<file path="src/dbpd_pkg.sv">
// Shared types and constants for the delta block pixel decoder.
// Used by dbpd_ctrl, dbpd_datapath and delta_block_pixel_decoder_core.
package dbpd_pkg;

    localparam int BYTE_W               = 8;
    localparam int WIDTH_W              = 4;
    localparam int WIDTH_LSB            = 1;
    localparam int MAX_DELTA_WIDTH      = 8;
    localparam int HELD_W               = 5;
    localparam int BUF_W                = 16;
    localparam int CFG_W                = 7;
    localparam int DEF_MAX_BLOCK_PIXELS = 64;
    localparam logic [CFG_W-1:0] CFG_RESET = 7'd64;

    typedef enum logic [1:0]
    {
        PH_HEADER = 2'd0,
        PH_FIRST  = 2'd1,
        PH_DELTA  = 2'd2
    } dbpd_phase_t;

    typedef enum logic
    {
        ST_IDLE = 1'b0,
        ST_STEP = 1'b1
    } dbpd_state_t;

    typedef struct packed
    {
        logic load;
        logic step;
        logic finish;
    } dbpd_cmd_t;

    typedef struct packed
    {
        logic has_work;
        logic out_free;
    } dbpd_sts_t;

endpackage

</file>
<file path="src/dbpd_ctrl.sv">
// Controller state machine for the delta block pixel decoder.
// Depends on dbpd_pkg; drives the command struct of dbpd_datapath.
module dbpd_ctrl
(
    input  logic                clk,
    input  logic                rst_n,
    input  logic                s_tvalid,
    output logic                s_tready,
    input  dbpd_pkg::dbpd_sts_t sts,
    output dbpd_pkg::dbpd_cmd_t cmd
);
    import dbpd_pkg::*;

    dbpd_state_t state_reg;
    dbpd_state_t state_next;

    always_ff @(posedge clk or negedge rst_n)
    begin
        if (!rst_n)
        begin
            state_reg <= ST_IDLE;
        end
        else
        begin
            state_reg <= state_next;
        end
    end

    always_comb
    begin
        state_next = state_reg;
        unique case (state_reg)
            ST_IDLE:
            begin
                if (s_tvalid)
                begin
                    state_next = ST_STEP;
                end
            end
            ST_STEP:
            begin
                if (!sts.has_work)
                begin
                    state_next = ST_IDLE;
                end
            end
            default:
            begin
                state_next = ST_IDLE;
            end
        endcase
    end

    always_comb
    begin
        s_tready   = 1'b0;
        cmd.load   = 1'b0;
        cmd.step   = 1'b0;
        cmd.finish = 1'b0;
        unique case (state_reg)
            ST_IDLE:
            begin
                s_tready = 1'b1;
                cmd.load = s_tvalid;
            end
            ST_STEP:
            begin
                cmd.step   = sts.has_work && sts.out_free;
                cmd.finish = !sts.has_work;
            end
            default:
            begin
                s_tready = 1'b0;
            end
        endcase
    end

`ifndef SYNTHESIS
    a_load_to_step: assert property (@(posedge clk) disable iff (!rst_n)
        cmd.load |=> state_reg == ST_STEP)
        else $error("accepted transfer did not start processing");
    a_done_to_idle: assert property (@(posedge clk) disable iff (!rst_n)
        (state_reg == ST_STEP && !sts.has_work) |=> state_reg == ST_IDLE)
        else $error("controller did not return to idle");
    a_step_free: assert property (@(posedge clk) disable iff (!rst_n)
        cmd.step |-> sts.out_free)
        else $error("pixel issued into a full output register");
`endif

endmodule

</file>
<file path="src/dbpd_datapath.sv">
// Datapath of the delta block pixel decoder: block state, bit buffer,
// delta extraction and output register. Depends on dbpd_pkg.
module dbpd_datapath
#(
    parameter int MAX_BLOCK_PIXELS = dbpd_pkg::DEF_MAX_BLOCK_PIXELS
)
(
    input  logic                             clk,
    input  logic                             rst_n,
    input  logic [dbpd_pkg::BYTE_W-1:0]      in_byte,
    input  logic                             in_begin,
    input  logic                             cfg_we,
    input  logic [dbpd_pkg::CFG_W-1:0]       cfg_wdata,
    input  dbpd_pkg::dbpd_cmd_t              cmd,
    output dbpd_pkg::dbpd_sts_t              sts,
    output logic                             out_valid,
    input  logic                             out_ready,
    output logic [dbpd_pkg::BYTE_W-1:0]      out_pixel,
    output logic                             out_last,
    output logic                             out_bad
);
    import dbpd_pkg::*;

    localparam int CNT_W = $clog2(MAX_BLOCK_PIXELS + 1);

    logic [CFG_W-1:0]   ppb_reg;
    dbpd_phase_t        phase_reg, phase_next;
    logic [WIDTH_W-1:0] width_reg, width_next;
    logic [BYTE_W-1:0]  prev_reg, prev_next;
    logic [BUF_W-1:0]   buf_reg, buf_next;
    logic [HELD_W-1:0]  held_reg, held_next;
    logic [CNT_W-1:0]   done_reg, done_next;
    logic               bad_pend_reg, bad_pend_next;
    logic               first_pend_reg, first_pend_next;
    logic               out_valid_reg, out_valid_next;
    logic [BYTE_W-1:0]  out_pixel_reg, out_pixel_next;
    logic               out_last_reg, out_last_next;
    logic               out_bad_reg, out_bad_next;

    logic [CFG_W-1:0]   ppb_clamp;
    logic [CNT_W-1:0]   cnt;
    logic [CNT_W-1:0]   done_inc;
    logic               last_hit;
    logic [WIDTH_W-1:0] hdr_width;
    logic [HELD_W-1:0]  shift_amt;
    logic [BUF_W-1:0]   field;
    logic [BYTE_W-1:0]  mask8;
    logic [BYTE_W-1:0]  v8;
    logic               sign_bit;
    logic [BYTE_W-1:0]  delta8;
    logic [BYTE_W-1:0]  drain_pix;
    logic [HELD_W-1:0]  held_left;
    logic [BUF_W-1:0]   keep_mask;
    logic               drain_ok;
    logic               out_free;

    always_comb
    begin
        if (ppb_reg == '0)
        begin
            ppb_clamp = CFG_W'(1);
        end
        else if (ppb_reg > CFG_W'(MAX_BLOCK_PIXELS))
        begin
            ppb_clamp = CFG_W'(MAX_BLOCK_PIXELS);
        end
        else
        begin
            ppb_clamp = ppb_reg;
        end
    end

    assign cnt       = CNT_W'(ppb_clamp);
    assign done_inc  = done_reg + CNT_W'(1);
    assign last_hit  = done_inc >= cnt;
    assign hdr_width = in_byte[WIDTH_LSB +: WIDTH_W];

    assign shift_amt = held_reg - HELD_W'(width_reg);
    assign field     = buf_reg >> shift_amt;
    assign mask8     = BYTE_W'((9'd1 << width_reg) - 9'd1);
    assign v8        = field[BYTE_W-1:0] & mask8;
    assign sign_bit  = (width_reg != '0) && field[4'(width_reg - 4'd1)];
    assign delta8    = sign_bit ? (v8 | ~mask8) : v8;
    assign drain_pix = prev_reg + delta8;
    assign held_left = held_reg - HELD_W'(width_reg);
    assign keep_mask = BUF_W'((17'd1 << held_left) - 17'd1);

    assign drain_ok = (phase_reg == PH_DELTA) && (done_reg < cnt)
                      && (held_reg >= HELD_W'(width_reg));
    assign out_free = !out_valid_reg || out_ready;

    assign sts.has_work = bad_pend_reg || first_pend_reg || drain_ok;
    assign sts.out_free = out_free;

    always_comb
    begin
        phase_next      = phase_reg;
        width_next      = width_reg;
        prev_next       = prev_reg;
        buf_next        = buf_reg;
        held_next       = held_reg;
        done_next       = done_reg;
        bad_pend_next   = bad_pend_reg;
        first_pend_next = first_pend_reg;
        out_valid_next  = out_valid_reg && !out_ready;
        out_pixel_next  = out_pixel_reg;
        out_last_next   = out_last_reg;
        out_bad_next    = out_bad_reg;

        if (cmd.load)
        begin
            if (in_begin)
            begin
                buf_next   = '0;
                held_next  = '0;
                done_next  = '0;
                width_next = hdr_width;
                if (hdr_width > WIDTH_W'(MAX_DELTA_WIDTH))
                begin
                    phase_next    = PH_HEADER;
                    bad_pend_next = 1'b1;
                end
                else
                begin
                    phase_next = PH_FIRST;
                end
            end
            else
            begin
                unique case (phase_reg)
                    PH_FIRST:
                    begin
                        prev_next       = in_byte;
                        done_next       = '0;
                        buf_next        = '0;
                        held_next       = '0;
                        first_pend_next = 1'b1;
                        phase_next      = PH_DELTA;
                    end
                    PH_DELTA:
                    begin
                        if (done_reg >= cnt)
                        begin
                            phase_next = PH_HEADER;
                            buf_next   = '0;
                            held_next  = '0;
                        end
                        else
                        begin
                            buf_next  = {buf_reg[BUF_W-BYTE_W-1:0], in_byte};
                            held_next = held_reg + HELD_W'(BYTE_W);
                        end
                    end
                    default:
                    begin
                        phase_next = phase_reg;
                    end
                endcase
            end
        end

        if (cmd.step)
        begin
            out_valid_next = 1'b1;
            if (bad_pend_reg)
            begin
                out_pixel_next = '0;
                out_last_next  = 1'b1;
                out_bad_next   = 1'b1;
                bad_pend_next  = 1'b0;
            end
            else if (first_pend_reg)
            begin
                out_pixel_next  = prev_reg;
                out_last_next   = last_hit;
                out_bad_next    = 1'b0;
                done_next       = done_inc;
                first_pend_next = 1'b0;
            end
            else
            begin
                out_pixel_next = drain_pix;
                out_last_next  = last_hit;
                out_bad_next   = 1'b0;
                prev_next      = drain_pix;
                held_next      = held_left;
                buf_next       = buf_reg & keep_mask;
                done_next      = done_inc;
            end
        end

        if (cmd.finish && (done_reg >= cnt))
        begin
            phase_next = PH_HEADER;
            buf_next   = '0;
            held_next  = '0;
        end
    end

    always_ff @(posedge clk or negedge rst_n)
    begin
        if (!rst_n)
        begin
            ppb_reg        <= CFG_RESET;
            phase_reg      <= PH_HEADER;
            width_reg      <= '0;
            prev_reg       <= '0;
            buf_reg        <= '0;
            held_reg       <= '0;
            done_reg       <= '0;
            bad_pend_reg   <= 1'b0;
            first_pend_reg <= 1'b0;
            out_valid_reg  <= 1'b0;
        end
        else
        begin
            if (cfg_we)
            begin
                ppb_reg <= cfg_wdata;
            end
            phase_reg      <= phase_next;
            width_reg      <= width_next;
            prev_reg       <= prev_next;
            buf_reg        <= buf_next;
            held_reg       <= held_next;
            done_reg       <= done_next;
            bad_pend_reg   <= bad_pend_next;
            first_pend_reg <= first_pend_next;
            out_valid_reg  <= out_valid_next;
        end
    end

    always_ff @(posedge clk)
    begin
        out_pixel_reg <= out_pixel_next;
        out_last_reg  <= out_last_next;
        out_bad_reg   <= out_bad_next;
    end

    assign out_valid = out_valid_reg;
    assign out_pixel = out_pixel_reg;
    assign out_last  = out_last_reg;
    assign out_bad   = out_bad_reg;

`ifndef SYNTHESIS
    a_held_range: assert property (@(posedge clk) disable iff (!rst_n)
        held_reg < HELD_W'(BUF_W))
        else $error("bit buffer overfilled");
    a_bad_output: assert property (@(posedge clk) disable iff (!rst_n)
        (out_valid_reg && out_bad_reg) |-> (out_last_reg && out_pixel_reg == '0))
        else $error("error result malformed");
    a_pend_excl: assert property (@(posedge clk) disable iff (!rst_n)
        !(bad_pend_reg && first_pend_reg))
        else $error("error and first pixel pending together");
`endif

endmodule

</file>
<file path="src/delta_block_pixel_decoder_core.sv">
// Top level of the delta block pixel decoder.
// Depends on dbpd_pkg, dbpd_ctrl and dbpd_datapath.
//
// Usage:
//   s_* carries the compressed byte stream: s_tdata is the stream byte,
//   s_tuser is set on the header byte of a block. m_* returns decoded
//   pixels: m_tdata is the pixel, m_tlast marks the final pixel of a block
//   (or the error result), m_tuser flags a header delta width above eight.
//   cfg_* writes the pixels-per-block register; write it only while idle.
// Timing:
//   An input byte is accepted by a load step in the idle state; it then
//   yields its pixels and a closing step returns the controller to idle.
//   No new byte is accepted before that. The single delta-extraction
//   step in the datapath yields one pixel per cycle while the output
//   register is free; each result is registered there before it appears.
// Reset:
//   rst_n clears the block state, the output valid and sets the register
//   to 64 pixels per block. When m_tready is low the result holds in the
//   output register and decoding pauses until it is taken.
module delta_block_pixel_decoder_core
#(
    parameter int MAX_BLOCK_PIXELS = dbpd_pkg::DEF_MAX_BLOCK_PIXELS
)
(
    input  logic                          clk,
    input  logic                          rst_n,
    input  logic                          s_tvalid,
    output logic                          s_tready,
    input  logic [dbpd_pkg::BYTE_W-1:0]   s_tdata,  // [7:0] stream_byte
    input  logic                          s_tuser,  // [0] block_begin
    output logic                          m_tvalid,
    input  logic                          m_tready,
    output logic [dbpd_pkg::BYTE_W-1:0]   m_tdata,  // [7:0] pixel
    output logic                          m_tlast,
    output logic                          m_tuser,  // [0] bad_width
    input  logic                          cfg_valid,
    output logic                          cfg_ready,
    input  logic [dbpd_pkg::CFG_W-1:0]    cfg_data
);
    import dbpd_pkg::*;

    dbpd_cmd_t cmd;
    dbpd_sts_t sts;

    assign cfg_ready = 1'b1;

    dbpd_ctrl u_ctrl
    (
        .clk      (clk),
        .rst_n    (rst_n),
        .s_tvalid (s_tvalid),
        .s_tready (s_tready),
        .sts      (sts),
        .cmd      (cmd)
    );

    dbpd_datapath
    #(
        .MAX_BLOCK_PIXELS (MAX_BLOCK_PIXELS)
    )
    u_datapath
    (
        .clk       (clk),
        .rst_n     (rst_n),
        .in_byte   (s_tdata),
        .in_begin  (s_tuser),
        .cfg_we    (cfg_valid && cfg_ready),
        .cfg_wdata (cfg_data),
        .cmd       (cmd),
        .sts       (sts),
        .out_valid (m_tvalid),
        .out_ready (m_tready),
        .out_pixel (m_tdata),
        .out_last  (m_tlast),
        .out_bad   (m_tuser)
    );

endmodule
</file>
<file path="config.mk">
export PLATFORM = sky130hd
export DESIGN_NAME = delta_block_pixel_decoder_core
export DESIGN_NICKNAME = d
export VERILOG_FILES = /design/src/dbpd_pkg.sv /design/src/dbpd_ctrl.sv /design/src/dbpd_datapath.sv /design/src/delta_block_pixel_decoder_core.sv
export SDC_FILE = /design/constraint.sdc
export NUM_CORES = 1
export LEC_CHECK = 0
export CAP_MARGIN = 15
export CORE_UTILIZATION = 55
export CTS_CLUSTER_DIAMETER = 60
export DETAILED_ROUTE_END_ITERATION = 8
export DONT_BUFFER_PORTS = 1
export PLACE_DENSITY = 0.72
export SLEW_MARGIN = 20
export SYNTH_ARGS = -nofsm -noshare
export SYNTH_HDL_FRONTEND = slang
export SYNTH_SLANG_ARGS = --single-unit
</file>
<file path="constraint.sdc">
create_clock -name clk -period 7.01 [get_ports clk]
set_input_delay 1.0515 -clock clk [delete_from_list [all_inputs] [get_ports clk]]
set_output_delay 1.0515 -clock clk [all_outputs]
set_load 0.02 [all_outputs]
</file>
* Word-level counts from Yosys, hierarchy flattened
Index checks and enable logic that the tools add are counted.
Storage, ports and cells: flip-flop bits (word level) 63, word-level logic and storage cells 115, output and inout port bits 13
Cells by class: equality and inequality tests 3, mux-type cells 58, reduce and logical (&&, ||, !) cells 18, $add $sub $neg 7, bitwise operators 5, $lt $le $gt $ge 7, shifts and indexed selects 3
Operators by type and width (number):
- $mux W16 | 7
- $mux W8 | 8
- $mux W7 | 7
- $mux W5 | 7
- $pmux W16 S2 | 1
- $mux W1 | 19
- $and A16 B16 Y16 | 1
- $shl A1 B5 Y16 const A | 1
- $shr A16 B5 Y16 | 1
- $sub A16 B1 Y16 const B | 1
- $ge A7 B7 Y1 | 2
- $mux W2 | 5
- $pmux W5 S2 | 1
- $add A8 B8 Y8 | 1
- $and A8 B8 Y8 | 1
- $not A8 Y8 | 1
- $or A8 B8 Y8 | 1
- $reduce_bool A4 Y1 | 2
- $shl A1 B4 Y8 const A | 1
- $sub A8 B1 Y8 const B | 1
- $add A7 B1 Y7 const B | 1
- $gt A7 B7 Y1 const B | 1
- $logic_not A7 Y1 | 1
- $lt A7 B7 Y1 | 1
- 19 further kinds | 28

* Logic depth before layout (Yosys ltp)
word-level depth 12, depth in mapped cells 23, mapped depth without buffers 22

* Modules after synthesis
A second synthesis with hierarchy kept.
Unflattened totals: cells, all modules 619, area, all modules 5338.9 um^2
Modules (own cells, without submodules):
- dbpd_datapath | times used 1, cells an instance 611, area each 5263.8 um^2, sequential area each 1602.8 um^2
- dbpd_ctrl | times used 1, cells an instance 6, area each 63.8 um^2, sequential area each 25.0 um^2
- delta_block_pixel_decoder_core | times used 1, cells an instance 2, area each 11.3 um^2, sequential area each 0.0 um^2

* Worst setup path after synthesis
No wires, ideal clock.
path type reg2reg, from register u_datapath.width_reg[2], to register u_datapath.out_pixel_reg[7], in the netlist u_datapath.out_pixel[7] (data pin), slack 1.438 ns, library setup time 0.166 ns, data arrival time 5.406 ns, data required time 6.844 ns, stages on the path, launching flop included 21, path through dfrtp_1 -> clkbuf_1 -> inv_1 -> ha_1 -> a21oi_1 -> o21ai_1 -> xnor2_1 -> mux4_2 -> or4_1 -> and3_4 -> o32ai_1 -> ha_1 -> a21o_1 -> a21oi_1 -> o21ai_0 -> o41ai_1 -> xnor2_1 -> or4_1 -> o211ai_1 -> a311oi_2 -> o31ai_2
Between the ends: word-level cells in the longest chain between the ends 8
RTL lines:
- from (decl) | RTL line dbpd_datapath.sv:28 | logic [WIDTH_W-1:0] width_reg, width_next;
- from (signal assigned) | RTL line dbpd_datapath.sv:222 | width_reg <= width_next;
- $sub A5 B4 Y5 | RTL line dbpd_datapath.sv:78 | assign shift_amt = held_reg - HELD_W'(width_reg);
- $shr A16 B5 Y16 | RTL line dbpd_datapath.sv:79 | assign field = buf_reg >> shift_amt;
- $bmux W1 S4 | RTL line dbpd_datapath.sv:82 | assign sign_bit = (width_reg != '0) && field[4'(width_reg - 4'd1)];
- $mux W1 (implied by the code) | RTL line dbpd_datapath.sv:82
- $logic_and A1 B1 Y1 | RTL line dbpd_datapath.sv:82
- $mux W8 * | RTL line dbpd_datapath.sv:83 | assign delta8 = sign_bit ? (v8 | ~mask8) : v8;
- $add A8 B8 Y8 * | RTL line dbpd_datapath.sv:84 | assign drain_pix = prev_reg + delta8;
- $mux W8 * | RTL line dbpd_datapath.sv:172 | else if (first_pend_reg)
- to (signal assigned) | RTL line dbpd_datapath.sv:235 | out_pixel_reg <= out_pixel_next;
- to (decl) | RTL line dbpd_datapath.sv:36 | logic [BYTE_W-1:0] out_pixel_reg, out_pixel_next;
Mark *: on every way between the ends. The rest lies on a longest branch, timed or not. The select of a mux whose other input is x is not followed. A chain may end at the register's enable or synchronous reset.

* Worst setup path after layout
from register u_datapath.held_reg[0], to register u_datapath.out_pixel_reg[7], in the netlist u_datapath.out_pixel[7] (data pin)
Between the ends: word-level cells in the longest chain between the ends 8
RTL lines:
- from (decl) | RTL line dbpd_datapath.sv:31 | logic [HELD_W-1:0] held_reg, held_next;
- from (signal assigned) | RTL line dbpd_datapath.sv:225 | held_reg <= held_next;
- $sub A5 B4 Y5 * | RTL line dbpd_datapath.sv:78
- $shr A16 B5 Y16 * | RTL line dbpd_datapath.sv:79
- $bmux W1 S4 | RTL line dbpd_datapath.sv:82
- $mux W1 (implied by the code) | RTL line dbpd_datapath.sv:82
- $logic_and A1 B1 Y1 | RTL line dbpd_datapath.sv:82
- $mux W8 * | RTL line dbpd_datapath.sv:83
- $add A8 B8 Y8 * | RTL line dbpd_datapath.sv:84
- $mux W8 * | RTL line dbpd_datapath.sv:172
Marked as above.

==> metrics <==
Final Cycle Share=0.874; slowest cell delay on critical path=0.80 ns; TritonCTS Buffers=9; Final Wtd Congestion=0.991; Final Setup Violations=0; headroom to the max-slew limit=0.355; CP startpoint kind=register; Post-CTS Setup Inserts=0; GR Util met3=0.0576; hpwl dp=11000 um; worst slack at placement=0.914 ns; Final Instance Count excl. Fillers=784; Final Net Count=708; synth warn=0; largest net degree at the start of global routing=54; first-pass GRT wire length=25000 um; CP Capture Point=u_datapath.out_pixel[7]; Synth async-reset ratio=0.841; core area=9820 um2; Layout area overhead=5.67%; Cells after Synth=666; root buf cell=clkbuf_8; worst r2r dst=u_datapath.out_pixel[7]; Hold Path Class=input pin to async pin; Register Area=1630 um2; unrepaired setup endpoints after global routing=false; Cell Rows=36; sequential area share after synthesis=0.291; Reg clk slew, reported paths=0.09 ns; CP top delay family=compound AO/OA/AOI/OAI gates; r2r startpoint=u_datapath.held_reg[0]; Die Height=103 um; CTS max path bufs=2; vias in the first global route=4862; Die X=103 um; max-slew violation count=0; post-DR vias/cell=6.58; EDFF count, synth=10; n_diodes=0; drt first pass iters=5; met2 GRT Util=0.481; layout cell share with drive strength beyond 1=0.0968; Mapped Area=5600 um2; area occupied by multi-input gates=3740 um2; Worst Path Buf+Inv=2; maximum fanout along the worst path=15; most common cell in the netlist=nor2_1; Largest register FFs=16; post-synthesis register bit count=63; reg-to-reg slack, setup=0.88 ns; Top Ports=34; fill cell count=874; top post-synthesis cells by count=77 x nor2_1, 72 x nand2_1, 54 x a21oi_1; WP data required=7.21 ns; beginning of the critical path=u_datapath.held_reg[0]; CTS tree=yes; placement-stage cell area=5670 um2; Avg WL per Cell=19.6 um; DRC errors left=0; final hold vios=0; crit path cell chain=inv_1 -> ha_1 -> fa_1 -> clkinv_1 -> mux2i_1 -> nand2_1 -> mux4_2 -> or4_1 -> and3_4 -> o32ai_1 -> ha_1 -> a21o_1 -> a21oi_1 -> o21ai_0 -> o41ai_1 -> xnor2_1 -> or4_1 -> o211ai_1 -> a311oi_2 -> o31ai_2; cell depth of the worst flop-to-flop path=20; critical path arrival=6.33 ns; leading post-synthesis cells by cell area=dfrtp_1 23%, ha_1 8.7%, mux2i_1 7.1%, edfxtp_1 5.4%, nor2_1 5.2%; Worst Skew=0.0129 ns; fin crit period=6.13 ns; Most Crowded Layer GR=met2; run status=completed; Yosys cell types=68; initial core utilization=0.571; antenna violations before repair=0; Max Clk Rate=163 MHz; CTS sink cnt=63; Setup WS post-layout=0.883 ns; routed wire length=15400 um; dpl cells=768; I/O Buffers=0; Slowest-stage cell, CP=fa_1; post-synth top area share=0.232; Mean Syn Cell Area=8.41 um2; Hold Buf Count CTS=0; worst skew pair latency=0.37 ns; CP endpoint kind=register; met1 usage=0.429; most used flip-flop cell after synthesis=dfrtp_1; DIE AREA=10600 um2; Mapped Nets=728; Crit path depth=20; post-cts resize count=0; area leader, netlist=dfrtp_1; CTS H-tree lvls=3; Setup Total Neg Slack=0 ns; fin area=5920 um2; Max-Cap Viols=0; GRT Overall Usage=0.314; via count=5157; Routed Antenna Nets=0; global route overflow=0; drt initial violations=435; Worst Max-Slew Pin Slew=0.960 ns; CP Class=register to register
==> how the worst min path moves through the flow <==
stage                              endpoint  slack (ns)  depth (start not counted)
global placement     u_datapath.held_reg[0]        0.49                          2
global route         u_datapath.prev_reg[4]        0.36                          0
CTS                  u_datapath.prev_reg[5]        0.36                          0
floorplan            u_datapath.held_reg[0]        0.47                          2
finish              u_datapath.phase_reg[0]        0.37                          0
detailed placement   u_datapath.held_reg[0]        0.50                          2
==> cell families after synthesis <==
family | after synthesis | synth area share
AND/OR/NAND/NOR | 244 | 0.201
AO/OA/AOI/OAI | 165 | 0.186
multiplexers | 69 | 0.146
flip-flops | 63 | 0.291
buffers and inverters | 60 | 0.0429
adder cells (fa/ha/maj) | 41 | 0.0942
XOR/XNOR | 23 | 0.0386
other | 1 | 0.000669
==> per-layer routing <==
layer / vias to the layer above / part of all wire / routed length, um
met5: - / 0 / 0
met4: 0 / 0.037 / 562
met3: 43 / 0.080 / 1230
met2: 238 / 0.45 / 6970
met1: 2501 / 0.43 / 6590
li1: 2375 / - / -
==> final cells by class <==
class / instances / share of cell area
clock buffer: 11 / 0.0275
inverter: 21 / 0.0133
timing repair buffer: 8 / 0.0101
multi-input combinational: 543 / 0.632
sequential: 63 / 0.275
tap: 133 / 0.0281
clock inverter: 5 / 0.0144
==> stage by stage <==
stage                     hold WS (ns)  utilization
final                            0.366        0.603
after global routing             0.355        0.603
after CTS                        0.359        0.602
after detailed placement         0.499        0.577
after global placement           0.491        0.577
after floorplan                  0.469            -
==> placed cells by master, fill, tap and decap left out, types with 3 or more instances in the layout <==
cell      synthesis  final
dfrtp_1          52     52
buf_4             3      8
ha_1             39     38
nand2b_1         10     10
xnor2_1          14     14
or3_1             5      5
edfxtp_1         10     10
nand4_1           4      4
a21o_1            9      9
a211oi_1          3      3
nand3b_1          3      3
and2_1            3      3
xor2_1            7      7
nand3_1          26     26
nor3_1           22     22
or4_1             3      3
a311oi_1          4      4
mux2i_1          40     40
mux2_2           18     18
o21ai_0          32     32
o31ai_1           6      6
mux4_2            8      8
mux2_1            3      3
clkbuf_8          0     10
a21boi_0          3      3
nor2_1           77     77
a21oi_1          54     54
nor2b_1          11     10
o21ai_1           7      7
nand2_1          72     72
inv_1            20     20
a31oi_1          14     14
o211ai_1          6      6
Power is not shown: default switching activity piles up to over one toggle a cycle in this logic, so the estimate is an artifact.
